File: src/rtl/bsf_pkg.sv
// Package of the byte stream substring finder: widths, codes, result and cell control types.
// Depends on nothing; every other file of the block imports it.
package bsf_pkg;

  localparam int unsigned MAX_NEEDLE_DEF  = 32;
  localparam int unsigned OFFSET_BITS_DEF = 48;

  localparam int unsigned NEEDLE_BYTES = 32;
  localparam int unsigned NEEDLE_BITS  = NEEDLE_BYTES * 8;
  localparam int unsigned WORD_W       = 64;
  localparam int unsigned START_W      = 48;
  localparam int unsigned NLEN_W       = 6;
  localparam int unsigned LEN_W        = NLEN_W + 1;
  localparam int unsigned CFG_IDX_W    = 3;
  localparam int unsigned OFS_OUT_W    = 48;

  typedef enum logic [CFG_IDX_W-1:0] {
    CFG_START_OFFSET = 3'd0,
    CFG_NEEDLE_LEN   = 3'd1,
    CFG_NEEDLE_W0    = 3'd2,
    CFG_NEEDLE_W1    = 3'd3,
    CFG_NEEDLE_W2    = 3'd4,
    CFG_NEEDLE_W3    = 3'd5
  } cfg_idx_e;

  typedef enum logic [1:0] {
    ST_FOUND     = 2'd0,
    ST_NOT_FOUND = 2'd1,
    ST_CANCELLED = 2'd2
  } status_e;

  typedef enum logic [1:0] {
    KIND_SCAN   = 2'd0,
    KIND_CANCEL = 2'd1,
    KIND_EMPTY  = 2'd2
  } kind_e;

  typedef struct packed {
    logic [OFS_OUT_W-1:0] match_offset;
    status_e              status;
  } result_t;

  typedef struct packed {
    logic shift;
    logic clear;
  } cell_ctrl_t;

endpackage

File: src/rtl/byte_stream_substring_finder.sv
// Top level of the byte stream substring finder: config registers, cell chain, evaluation stage.
// Depends on bsf_pkg, bsf_cell and bsf_out_buf.
//
// Takes one file byte per cycle and reports the first exact occurrence of the needle as an offset
// counted from start_offset, or not-found on the last byte of the file or for an empty needle, or
// cancelled. A byte shifts into a chain of MAX_NEEDLE cells on acceptance; in the next cycle
// every cell compares its byte with its needle byte in parallel, and the result is written into a
// two-entry output buffer that feeds the master side. Sustained rate is one byte per cycle, set by
// the shift and parallel compare of the cell chain; the input stalls only while both buffer
// entries wait and the evaluation stage is occupied. Bytes after a result are dropped until a
// byte with the scan-start flag. Write configuration only while idle.
module byte_stream_substring_finder
  import bsf_pkg::*;
#(
  parameter int unsigned MAX_NEEDLE  = MAX_NEEDLE_DEF,
  parameter int unsigned OFFSET_BITS = OFFSET_BITS_DEF
) (
  input  logic                 clk_i,
  input  logic                 rst_ni,
  input  logic                 cfg_we_i,
  input  logic [CFG_IDX_W-1:0] cfg_idx_i,
  input  logic [WORD_W-1:0]    cfg_wdata_i,
  input  logic                 s_axis_tvalid,
  output logic                 s_axis_tready,
  input  logic [7:0]           s_axis_tdata,  // byte_value
  input  logic [1:0]           s_axis_tuser,  // first_of_scan, cancel
  input  logic                 s_axis_tlast,  // last_of_file
  output logic                 m_axis_tvalid,
  input  logic                 m_axis_tready,
  output logic [OFS_OUT_W-1:0] m_axis_tdata,  // match_offset
  output logic [1:0]           m_axis_tuser   // status
);

  logic [START_W-1:0]     start_offset_q;
  logic [NLEN_W-1:0]      needle_len_q;
  logic [NEEDLE_BITS-1:0] needle_q;

  always_ff @(posedge clk_i or negedge rst_ni) begin
    if (!rst_ni) begin
      start_offset_q <= '0;
      needle_len_q   <= NLEN_W'(1);
      needle_q       <= '0;
    end else if (cfg_we_i) begin
      case (cfg_idx_e'(cfg_idx_i))
        CFG_START_OFFSET: start_offset_q <= cfg_wdata_i[START_W-1:0];
        CFG_NEEDLE_LEN:   needle_len_q   <= cfg_wdata_i[NLEN_W-1:0];
        CFG_NEEDLE_W0:    needle_q[0*WORD_W +: WORD_W] <= cfg_wdata_i;
        CFG_NEEDLE_W1:    needle_q[1*WORD_W +: WORD_W] <= cfg_wdata_i;
        CFG_NEEDLE_W2:    needle_q[2*WORD_W +: WORD_W] <= cfg_wdata_i;
        CFG_NEEDLE_W3:    needle_q[3*WORD_W +: WORD_W] <= cfg_wdata_i;
        default: ;
      endcase
    end
  end

  logic [LEN_W-1:0] len_eff;
  logic             len_zero;

  assign len_eff  = ({1'b0, needle_len_q} > LEN_W'(MAX_NEEDLE)) ? LEN_W'(MAX_NEEDLE)
                                                                 : {1'b0, needle_len_q};
  assign len_zero = (needle_len_q == '0);

  logic [OFFSET_BITS-1:0] pos_base;
  logic [OFFSET_BITS-1:0] ofs_diff;
  logic [OFS_OUT_W-1:0]   ofs_out;

  generate
    if (OFFSET_BITS >= START_W) begin : g_wide
      assign pos_base = OFFSET_BITS'(start_offset_q);
      assign ofs_out  = ofs_diff[OFS_OUT_W-1:0];
    end else begin : g_narrow
      assign pos_base = start_offset_q[OFFSET_BITS-1:0];
      assign ofs_out  = OFS_OUT_W'(ofs_diff);
    end
  endgenerate

  // input side
  logic first, cancel, last, accept, proceed, fin_eff;
  logic finished_q, finished_d;
  logic [OFFSET_BITS-1:0] pos_q, pos_cur;
  cell_ctrl_t ctrl;

  // evaluation stage
  logic                   s1_v_q;
  kind_e                  s1_kind_q, kind_d;
  logic                   s1_last_q;
  logic [OFFSET_BITS-1:0] s1_pos_q;
  logic                   match, s1_res, s1_adv, buf_full;
  result_t                res;

  assign first   = s_axis_tuser[0];
  assign cancel  = s_axis_tuser[1];
  assign last    = s_axis_tlast;

  assign s_axis_tready = ~s1_v_q | ~buf_full;
  assign accept        = s_axis_tvalid & s_axis_tready;
  assign s1_adv        = s1_v_q & ~buf_full;
  assign fin_eff       = finished_q | (s1_v_q & s1_res);
  assign proceed       = accept & (first | ~fin_eff);
  assign ctrl.shift    = proceed & ~cancel & ~len_zero;
  assign ctrl.clear    = accept & first;
  assign pos_cur       = first ? pos_base : pos_q;

  always_comb begin
    if (cancel) begin
      kind_d = KIND_CANCEL;
    end else if (len_zero) begin
      kind_d = KIND_EMPTY;
    end else begin
      kind_d = KIND_SCAN;
    end
  end

  always_comb begin
    finished_d = finished_q | (s1_adv & s1_res);
    if (accept & first) begin
      finished_d = 1'b0;
    end
    if (proceed & (cancel | len_zero)) begin
      finished_d = 1'b1;
    end
  end

  always_ff @(posedge clk_i or negedge rst_ni) begin
    if (!rst_ni) begin
      finished_q <= 1'b1;
      pos_q      <= '0;
      s1_v_q     <= 1'b0;
    end else begin
      finished_q <= finished_d;
      if (proceed) begin
        pos_q <= pos_cur + OFFSET_BITS'(ctrl.shift);
      end
      if (s_axis_tready) begin
        s1_v_q <= proceed;
      end
    end
  end

  always_ff @(posedge clk_i) begin
    if (proceed) begin
      s1_kind_q <= kind_d;
      s1_last_q <= last;
      s1_pos_q  <= pos_cur;
    end
  end

  // cell chain
  logic [7:0]            cell_byte  [MAX_NEEDLE];
  logic [MAX_NEEDLE-1:0] cell_valid;
  logic [MAX_NEEDLE-1:0] cell_hit;

  for (genvar k = 0; k < MAX_NEEDLE; k++) begin : g_cell
    logic [LEN_W-1:0] nidx;
    logic             active;
    logic [7:0]       nbyte;
    cell_ctrl_t       cctrl;

    assign active = LEN_W'(k) < len_eff;
    assign nidx   = len_eff - LEN_W'(k) - LEN_W'(1);
    assign nbyte  = (active && nidx < LEN_W'(NEEDLE_BYTES))
                  ? needle_q[{nidx[4:0], 3'b000} +: 8] : 8'd0;

    if (k == 0) begin : g_head
      assign cctrl.shift = ctrl.shift;
      assign cctrl.clear = ctrl.clear & ~ctrl.shift;
      bsf_cell u_cell (
        .clk_i        (clk_i),
        .rst_ni       (rst_ni),
        .ctrl_i       (cctrl),
        .byte_i       (s_axis_tdata),
        .valid_i      (1'b1),
        .needle_byte_i(nbyte),
        .active_i     (active),
        .byte_o       (cell_byte[k]),
        .valid_o      (cell_valid[k]),
        .hit_o        (cell_hit[k])
      );
    end else begin : g_body
      assign cctrl = ctrl;
      bsf_cell u_cell (
        .clk_i        (clk_i),
        .rst_ni       (rst_ni),
        .ctrl_i       (cctrl),
        .byte_i       (cell_byte[k-1]),
        .valid_i      (cell_valid[k-1]),
        .needle_byte_i(nbyte),
        .active_i     (active),
        .byte_o       (cell_byte[k]),
        .valid_o      (cell_valid[k]),
        .hit_o        (cell_hit[k])
      );
    end
  end

  assign match    = &cell_hit;
  assign ofs_diff = s1_pos_q - OFFSET_BITS'(len_eff - LEN_W'(1));

  always_comb begin
    res.match_offset = '0;
    res.status       = ST_NOT_FOUND;
    s1_res           = 1'b1;
    case (s1_kind_q)
      KIND_CANCEL: res.status = ST_CANCELLED;
      KIND_EMPTY:  res.status = ST_NOT_FOUND;
      KIND_SCAN: begin
        s1_res = match | s1_last_q;
        if (match) begin
          res.status       = ST_FOUND;
          res.match_offset = ofs_out;
        end
      end
      default: ;
    endcase
  end

  result_t out_data;

  bsf_out_buf u_out_buf (
    .clk_i    (clk_i),
    .rst_ni   (rst_ni),
    .wr_i     (s1_adv & s1_res),
    .wr_data_i(res),
    .full_o   (buf_full),
    .valid_o  (m_axis_tvalid),
    .ready_i  (m_axis_tready),
    .data_o   (out_data)
  );

  assign m_axis_tdata = out_data.match_offset;
  assign m_axis_tuser = out_data.status;

endmodule

File: src/rtl/bsf_cell.sv
// One history cell: holds one recent byte and its valid flag, compares it with its needle byte.
// Depends on bsf_pkg.
module bsf_cell
  import bsf_pkg::*;
(
  input  logic       clk_i,
  input  logic       rst_ni,
  input  cell_ctrl_t ctrl_i,
  input  logic [7:0] byte_i,
  input  logic       valid_i,
  input  logic [7:0] needle_byte_i,
  input  logic       active_i,
  output logic [7:0] byte_o,
  output logic       valid_o,
  output logic       hit_o
);

  logic [7:0] byte_q;
  logic       valid_q, valid_d;

  always_comb begin
    if (ctrl_i.shift) begin
      valid_d = valid_i & ~ctrl_i.clear;
    end else begin
      valid_d = valid_q & ~ctrl_i.clear;
    end
  end

  always_ff @(posedge clk_i or negedge rst_ni) begin
    if (!rst_ni) begin
      valid_q <= 1'b0;
    end else begin
      valid_q <= valid_d;
    end
  end

  always_ff @(posedge clk_i) begin
    if (ctrl_i.shift) begin
      byte_q <= byte_i;
    end
  end

  assign byte_o  = byte_q;
  assign valid_o = valid_q;
  assign hit_o   = ~active_i | (valid_q & (byte_q == needle_byte_i));

endmodule

File: src/rtl/bsf_out_buf.sv
// Two-entry result buffer between the evaluation stage and the output stream.
// Depends on bsf_pkg.
module bsf_out_buf
  import bsf_pkg::*;
(
  input  logic    clk_i,
  input  logic    rst_ni,
  input  logic    wr_i,
  input  result_t wr_data_i,
  output logic    full_o,
  output logic    valid_o,
  input  logic    ready_i,
  output result_t data_o
);

  localparam int unsigned DEPTH = 2;

  result_t     slot_q [DEPTH];
  logic        wr_ptr_q, rd_ptr_q;
  logic [1:0]  count_q, count_d;
  logic        pop;

  assign pop     = valid_o & ready_i;
  assign valid_o = (count_q != 2'd0);
  assign full_o  = (count_q == 2'(DEPTH));
  assign data_o  = slot_q[rd_ptr_q];

  always_comb begin
    count_d = count_q + 2'(wr_i) - 2'(pop);
  end

  always_ff @(posedge clk_i or negedge rst_ni) begin
    if (!rst_ni) begin
      wr_ptr_q <= 1'b0;
      rd_ptr_q <= 1'b0;
      count_q  <= 2'd0;
    end else begin
      count_q <= count_d;
      if (wr_i) begin
        wr_ptr_q <= ~wr_ptr_q;
      end
      if (pop) begin
        rd_ptr_q <= ~rd_ptr_q;
      end
    end
  end

  always_ff @(posedge clk_i) begin
    if (wr_i) begin
      slot_q[wr_ptr_q] <= wr_data_i;
    end
  end

endmodule

File: config.mk
export PLATFORM = sky130hd
export DESIGN_NAME = byte_stream_substring_finder
export DESIGN_NICKNAME = d
export VERILOG_FILES = /design/src/rtl/bsf_pkg.sv /design/src/rtl/byte_stream_substring_finder.sv /design/src/rtl/bsf_cell.sv /design/src/rtl/bsf_out_buf.sv
export SDC_FILE = /design/constraint.sdc
export NUM_CORES = 2
export LEC_CHECK = 0
export BUFFER_PORTS_ARGS = -buffer_cell sky130_fd_sc_hd__buf_2
export CAP_MARGIN = 20
export CORE_UTILIZATION = 25
export CTS_CLUSTER_DIAMETER = 60
export DETAILED_ROUTE_END_ITERATION = 8
export HOLD_SLACK_MARGIN = 0.03
export PLACE_DENSITY = 0.38
export SYNTH_ARGS = -nofsm -noshare
export SYNTH_HDL_FRONTEND = slang
export SYNTH_HIERARCHICAL = 1
export SYNTH_SLANG_ARGS = --single-unit
File: constraint.sdc
create_clock -name clk_i -period 29.4 [get_ports clk_i]
set_input_delay 4.41 -clock clk_i [delete_from_list [all_inputs] [get_ports clk_i]]
set_output_delay 4.41 -clock clk_i [all_outputs]
set_load 0.02 [all_outputs]
==> metrics.md <==
| Metric | Value |
|---|---|
| Status | finished clean |
| Routed vias/inst | 5.18 |
| First-pass GRT wire length | 330 mm |
| Top_reg_cell synth | edfxtp_1 |
| Worst-Skew Late Latency | 0.80 ns |
| Core Rows | 166 |
| Mux contribution to synthesized area | 31.1% |
| Pre-Repair DR Iteration Count | 6 |
| Most Frequent Cell on Critical Path | buf_4 |
| GP Congestion | roughly 1 |
| Most common cell after layout, fill and taps aside | mux2i_1 |
| Main combinational cell family by area after synthesis | multiplexers |
| Met1 Use GR | between 30% and 40% |
| Crit path kind | flop to flop |
| Synth Area in Compound Gates | 7.00% |
| Max Buffers Root-to-Sink | 3 |
| DP HPWL | 196 mm |
| Critical-path top delay cell | buf_4 |
| Arr. time, crit path | roughly 12 ns |
| Die area | ~210000 sq um |
| PostCTS Resize Cnt | 0 |
| Final Hold Vio Count | 0 |
| DR WL/cell | 32.4 um |
| Async SR Flop Fraction | 49.3% |
| Multi-input logic area | ~29000 sq um |
| Net Sw Frac | between 40% and 50% |
| Pwr Density | 110 nW/um^2 |
| Relative slew slack | 10.7% |
| Number of global-route vias before repair | roughly 38000 |
| Clock share of power | between 20% and 30% |
| Yosys reg bits | around 800 |
| Met3 layer usage reported by global route | 3.80% |
| Worst slew pin tran | 1.30 ns |
| Num CTS Buffers | 108 |
| Flop pwr share | around 25% |
| Cells after Synth | 4677 |
| Postcts setup bufs | 0 |
| Synth Area in Adders | 1.53% |
| Xor and xnor area share after synthesis | ~6.3% |
| Synth cell types | 88 |
| Largest net degree at the start of global routing | 90 |
| Port Buffers | roughly 130 |
| Most used routing layer | met2 |
| M2 GR Usage | 35.1% |
| Reg area | 22100 sq um |
| CTS tree | yes |
| Initial antenna violation count | 31 |
| Leak Pwr | 24.1 nW |
| Min setup slack post-route | 17.93 ns |
| Fin crit share | 39.0% |
| Final WL | 245 mm |
| Max rail drop VDD | 0.0532 mV |
| Layout cells sized above 1 | 19.2% |
| Place WS | 18.15 ns |
| DR vias | 39100 |
| Syn Nets | 4823 |
| Setup-failing EPs final | 0 |
| Post-Syn Area per Cell | 11.1 sq um |
| Int Power | 3.41 mW |
| Filler instances | ~21000 |
| Cts hold-fix bufs | 0 |
| Die Span X | between 400 and 500 um |
| Logic pwr share | a little under three fifths |
| Clock Sinks | around 800 |
| Simple-Gate Fraction of Synth Area | 8.80% |
| Post-synthesis sequential area ratio | 42.6% |
| Initial Utilization | ~25% |
| Clock transition at path regs | 0.06 ns |
| Clock root buffer | clkbuf_16 |
| Die H | ~460 um |
| Drt drc | 0 |
| Grt total ovfl | 0 |
| Commonest cells after routing, fill and taps aside | mux2i_1 (1053), nand2_1 (554), edfxtp_1 (407), dfrtp_1 (392), mux2_2 (337) |
| CP startpoint kind | flop |
| Post-synth EDFFs | 407 |
| Setup Skew | 0.0658 ns |
| Final ANT Viol Nets | 0 |
| Hold WC Path Type | flop to flop |
| I/O pins | approximately 140 |
| CP bufs+invs | 11 |
| NetSw | 3.17 mW |
| CP endpoint kind | flop |
| Achievable clock frequency | 87.2 MHz |
| CP required | ~30 ns |
| Crit path max fanout | 65 |
| DR iter-0 viols | roughly 3800 |
| Max-slew violations | 0 |
| Nets@finish | a little under 5000 |
| Delay-heaviest family, CP | buffers and inverters |
| Layout overhead on the synthesized area | 14.8% |
| Unrepaired setup endpoints after global routing | no |
| Number of synthesis warnings | 6 |
| Crit path largest cell delay | 0.80 ns |
| Htree depth | 3 |
| Synthesized area | 52000 sq um |
| MaxCap Viol Count | 0 |
| Crit path time final | 11.47 ns |
| Total Neg Setup Slack | 0 ns |
| Core Footprint | approximately 210000 sq um |
| GR Util All Layers | around 23% |
[final timing paths]
check / from / end / slack, ns / depth (start not counted)
worst max-delay path: needle_len_q[1] / g_cell[22].g_body.u_cell/valid_o / 17.93 / 30
worst min-delay path: g_cell[7].g_body.u_cell/byte_o[0] / g_cell[8].g_body.u_cell/byte_o[0] / 0.44 / 0
worst max register to register: needle_len_q[1] / g_cell[22].g_body.u_cell/valid_o / 17.93 / 30
worst min register to register: g_cell[7].g_body.u_cell/byte_o[0] / g_cell[8].g_body.u_cell/byte_o[0] / 0.44 / 0
max in group asynchronous: rst_ni / pos_q[6] / 23.62 / 3
min in group asynchronous: rst_ni / needle_q[164] / 3.57 / 1
[final cells by class]
type / count / share of cell area (%)
diodes: 8 / 0.0336
inverters: 71 / 0.459
repair buffers: 241 / 2.52
clock inverters: 55 / 1.05
flip-flops and latches: 803 / 37.1
well taps: 2688 / 5.64
clock buffers: 148 / 5.04
multi-input cells: 3545 / 48.1
[synth_stat cells (15+ instances only)]
cell type	instances	share of area [%]
mux2i_1	1053	20
nand2_1	556	4.0
edfxtp_1	407	24
dfrtp_1	394	19
mux2_2	337	7.3
xnor2_1	334	5.6
a21oi_1	281	2.7
nor2_1	212	1.5
clkbuf_1	154	1.1
o21ai_0	85	0.82
nand3_1	66	0.64
nand4_1	66	0.79
inv_1	64	0.46
ha_1	62	1.5
buf_2	53	0.51
mux2_4	49	1.4
a21o_1	48	0.69
mux4_2	48	2.1
buf_1	43	0.31
o31ai_2	32	0.77
nor3_1	31	0.30
xor2_1	30	0.51
nor2b_1	20	0.24
a31oi_1	18	0.22
and3_1	16	0.19
and2_1	15	0.18
[routing by layer]
metal,wire [um],vias up
met3,14600,329
met5,35,-
li1,-,17300
met4,11500,6
met1,111000,20000
met2,108000,1484
[through the flow]
stage | utilization [%] | area [sq um] | std cells | hold WS, ns | power, mW
2_1_floorplan | - | 52000 | 4677 | 0.442 | 3.76
3_3_place_gp | 27.2 | 55900 | 7333 | 0.450 | 5.18
3_5_place_dp | 27.2 | 55900 | 7340 | 0.459 | 5.17
4_1_cts | 29.0 | 59600 | 7543 | 0.431 | 6.54
5_1_grt | 29.0 | 59600 | 7552 | 0.451 | 6.80
6_report | 29.0 | 59700 | 7559 | 0.440 | 6.57
[kinds of logic (layout without fill, tap and decap cells)]
kind of cell,after synthesis,count (layout)
XOR/XNOR,368,368
AND/OR/NAND/NOR,1048,1048
other,1,9
adder cells (fa/ha/maj),63,63
AO/OA/AOI/OAI,578,578
buffers and inverters,329,515
flip-flops,803,803
multiplexers,1487,1487
[worst register-to-register path: cells and delay by family, from the launching register on]
kind	cells	cell delay [ns]
AO/OA/AOI/OAI	4	0.71
XOR/XNOR	2	0.27
adder cells (fa/ha/maj)	1	0.37
buffers and inverters	11	5.93
flip-flops	1	0.64
multiplexers	3	1.19
AND/OR/NAND/NOR	9	2.21
[registers in the layout, summed over array words and instances (netlist names)]
| name | cells |
|---|---|
| pos_q | 48 |
| s1_kind_q | 2 |
| g_cell.g_body.u_cell/byte_o | 248 |
| s1_pos_q | 48 |
| pos_base | 48 |
| needle_len_q | 6 |
| needle_q | 256 |
| u_out_buf/slot_q | 100 |
| s1_last_q | 1 |
| g_cell.g_head.u_cell/valid_o | 1 |
| u_out_buf/count_q | 2 |
| s1_v_q | 1 |
| g_cell.g_body.u_cell/valid_o | 31 |
| u_out_buf/wr_ptr_q | 1 |
| finished_q | 1 |
| g_cell.g_head.u_cell/byte_o | 8 |
| u_out_buf/rd_ptr_q | 1 |
[power groups by stage]
stage               Combinational, mW  Sequential, mW  Clock, mW
finish                           3.62            1.61       1.34
global route                     3.75            1.64       1.41
CTS                              3.55            1.61       1.38
detailed placement               3.54            1.63          0
global placement                 3.55            1.63          0
floorplan                        2.23            1.53          0
Power figures use the tool's default switching activity.
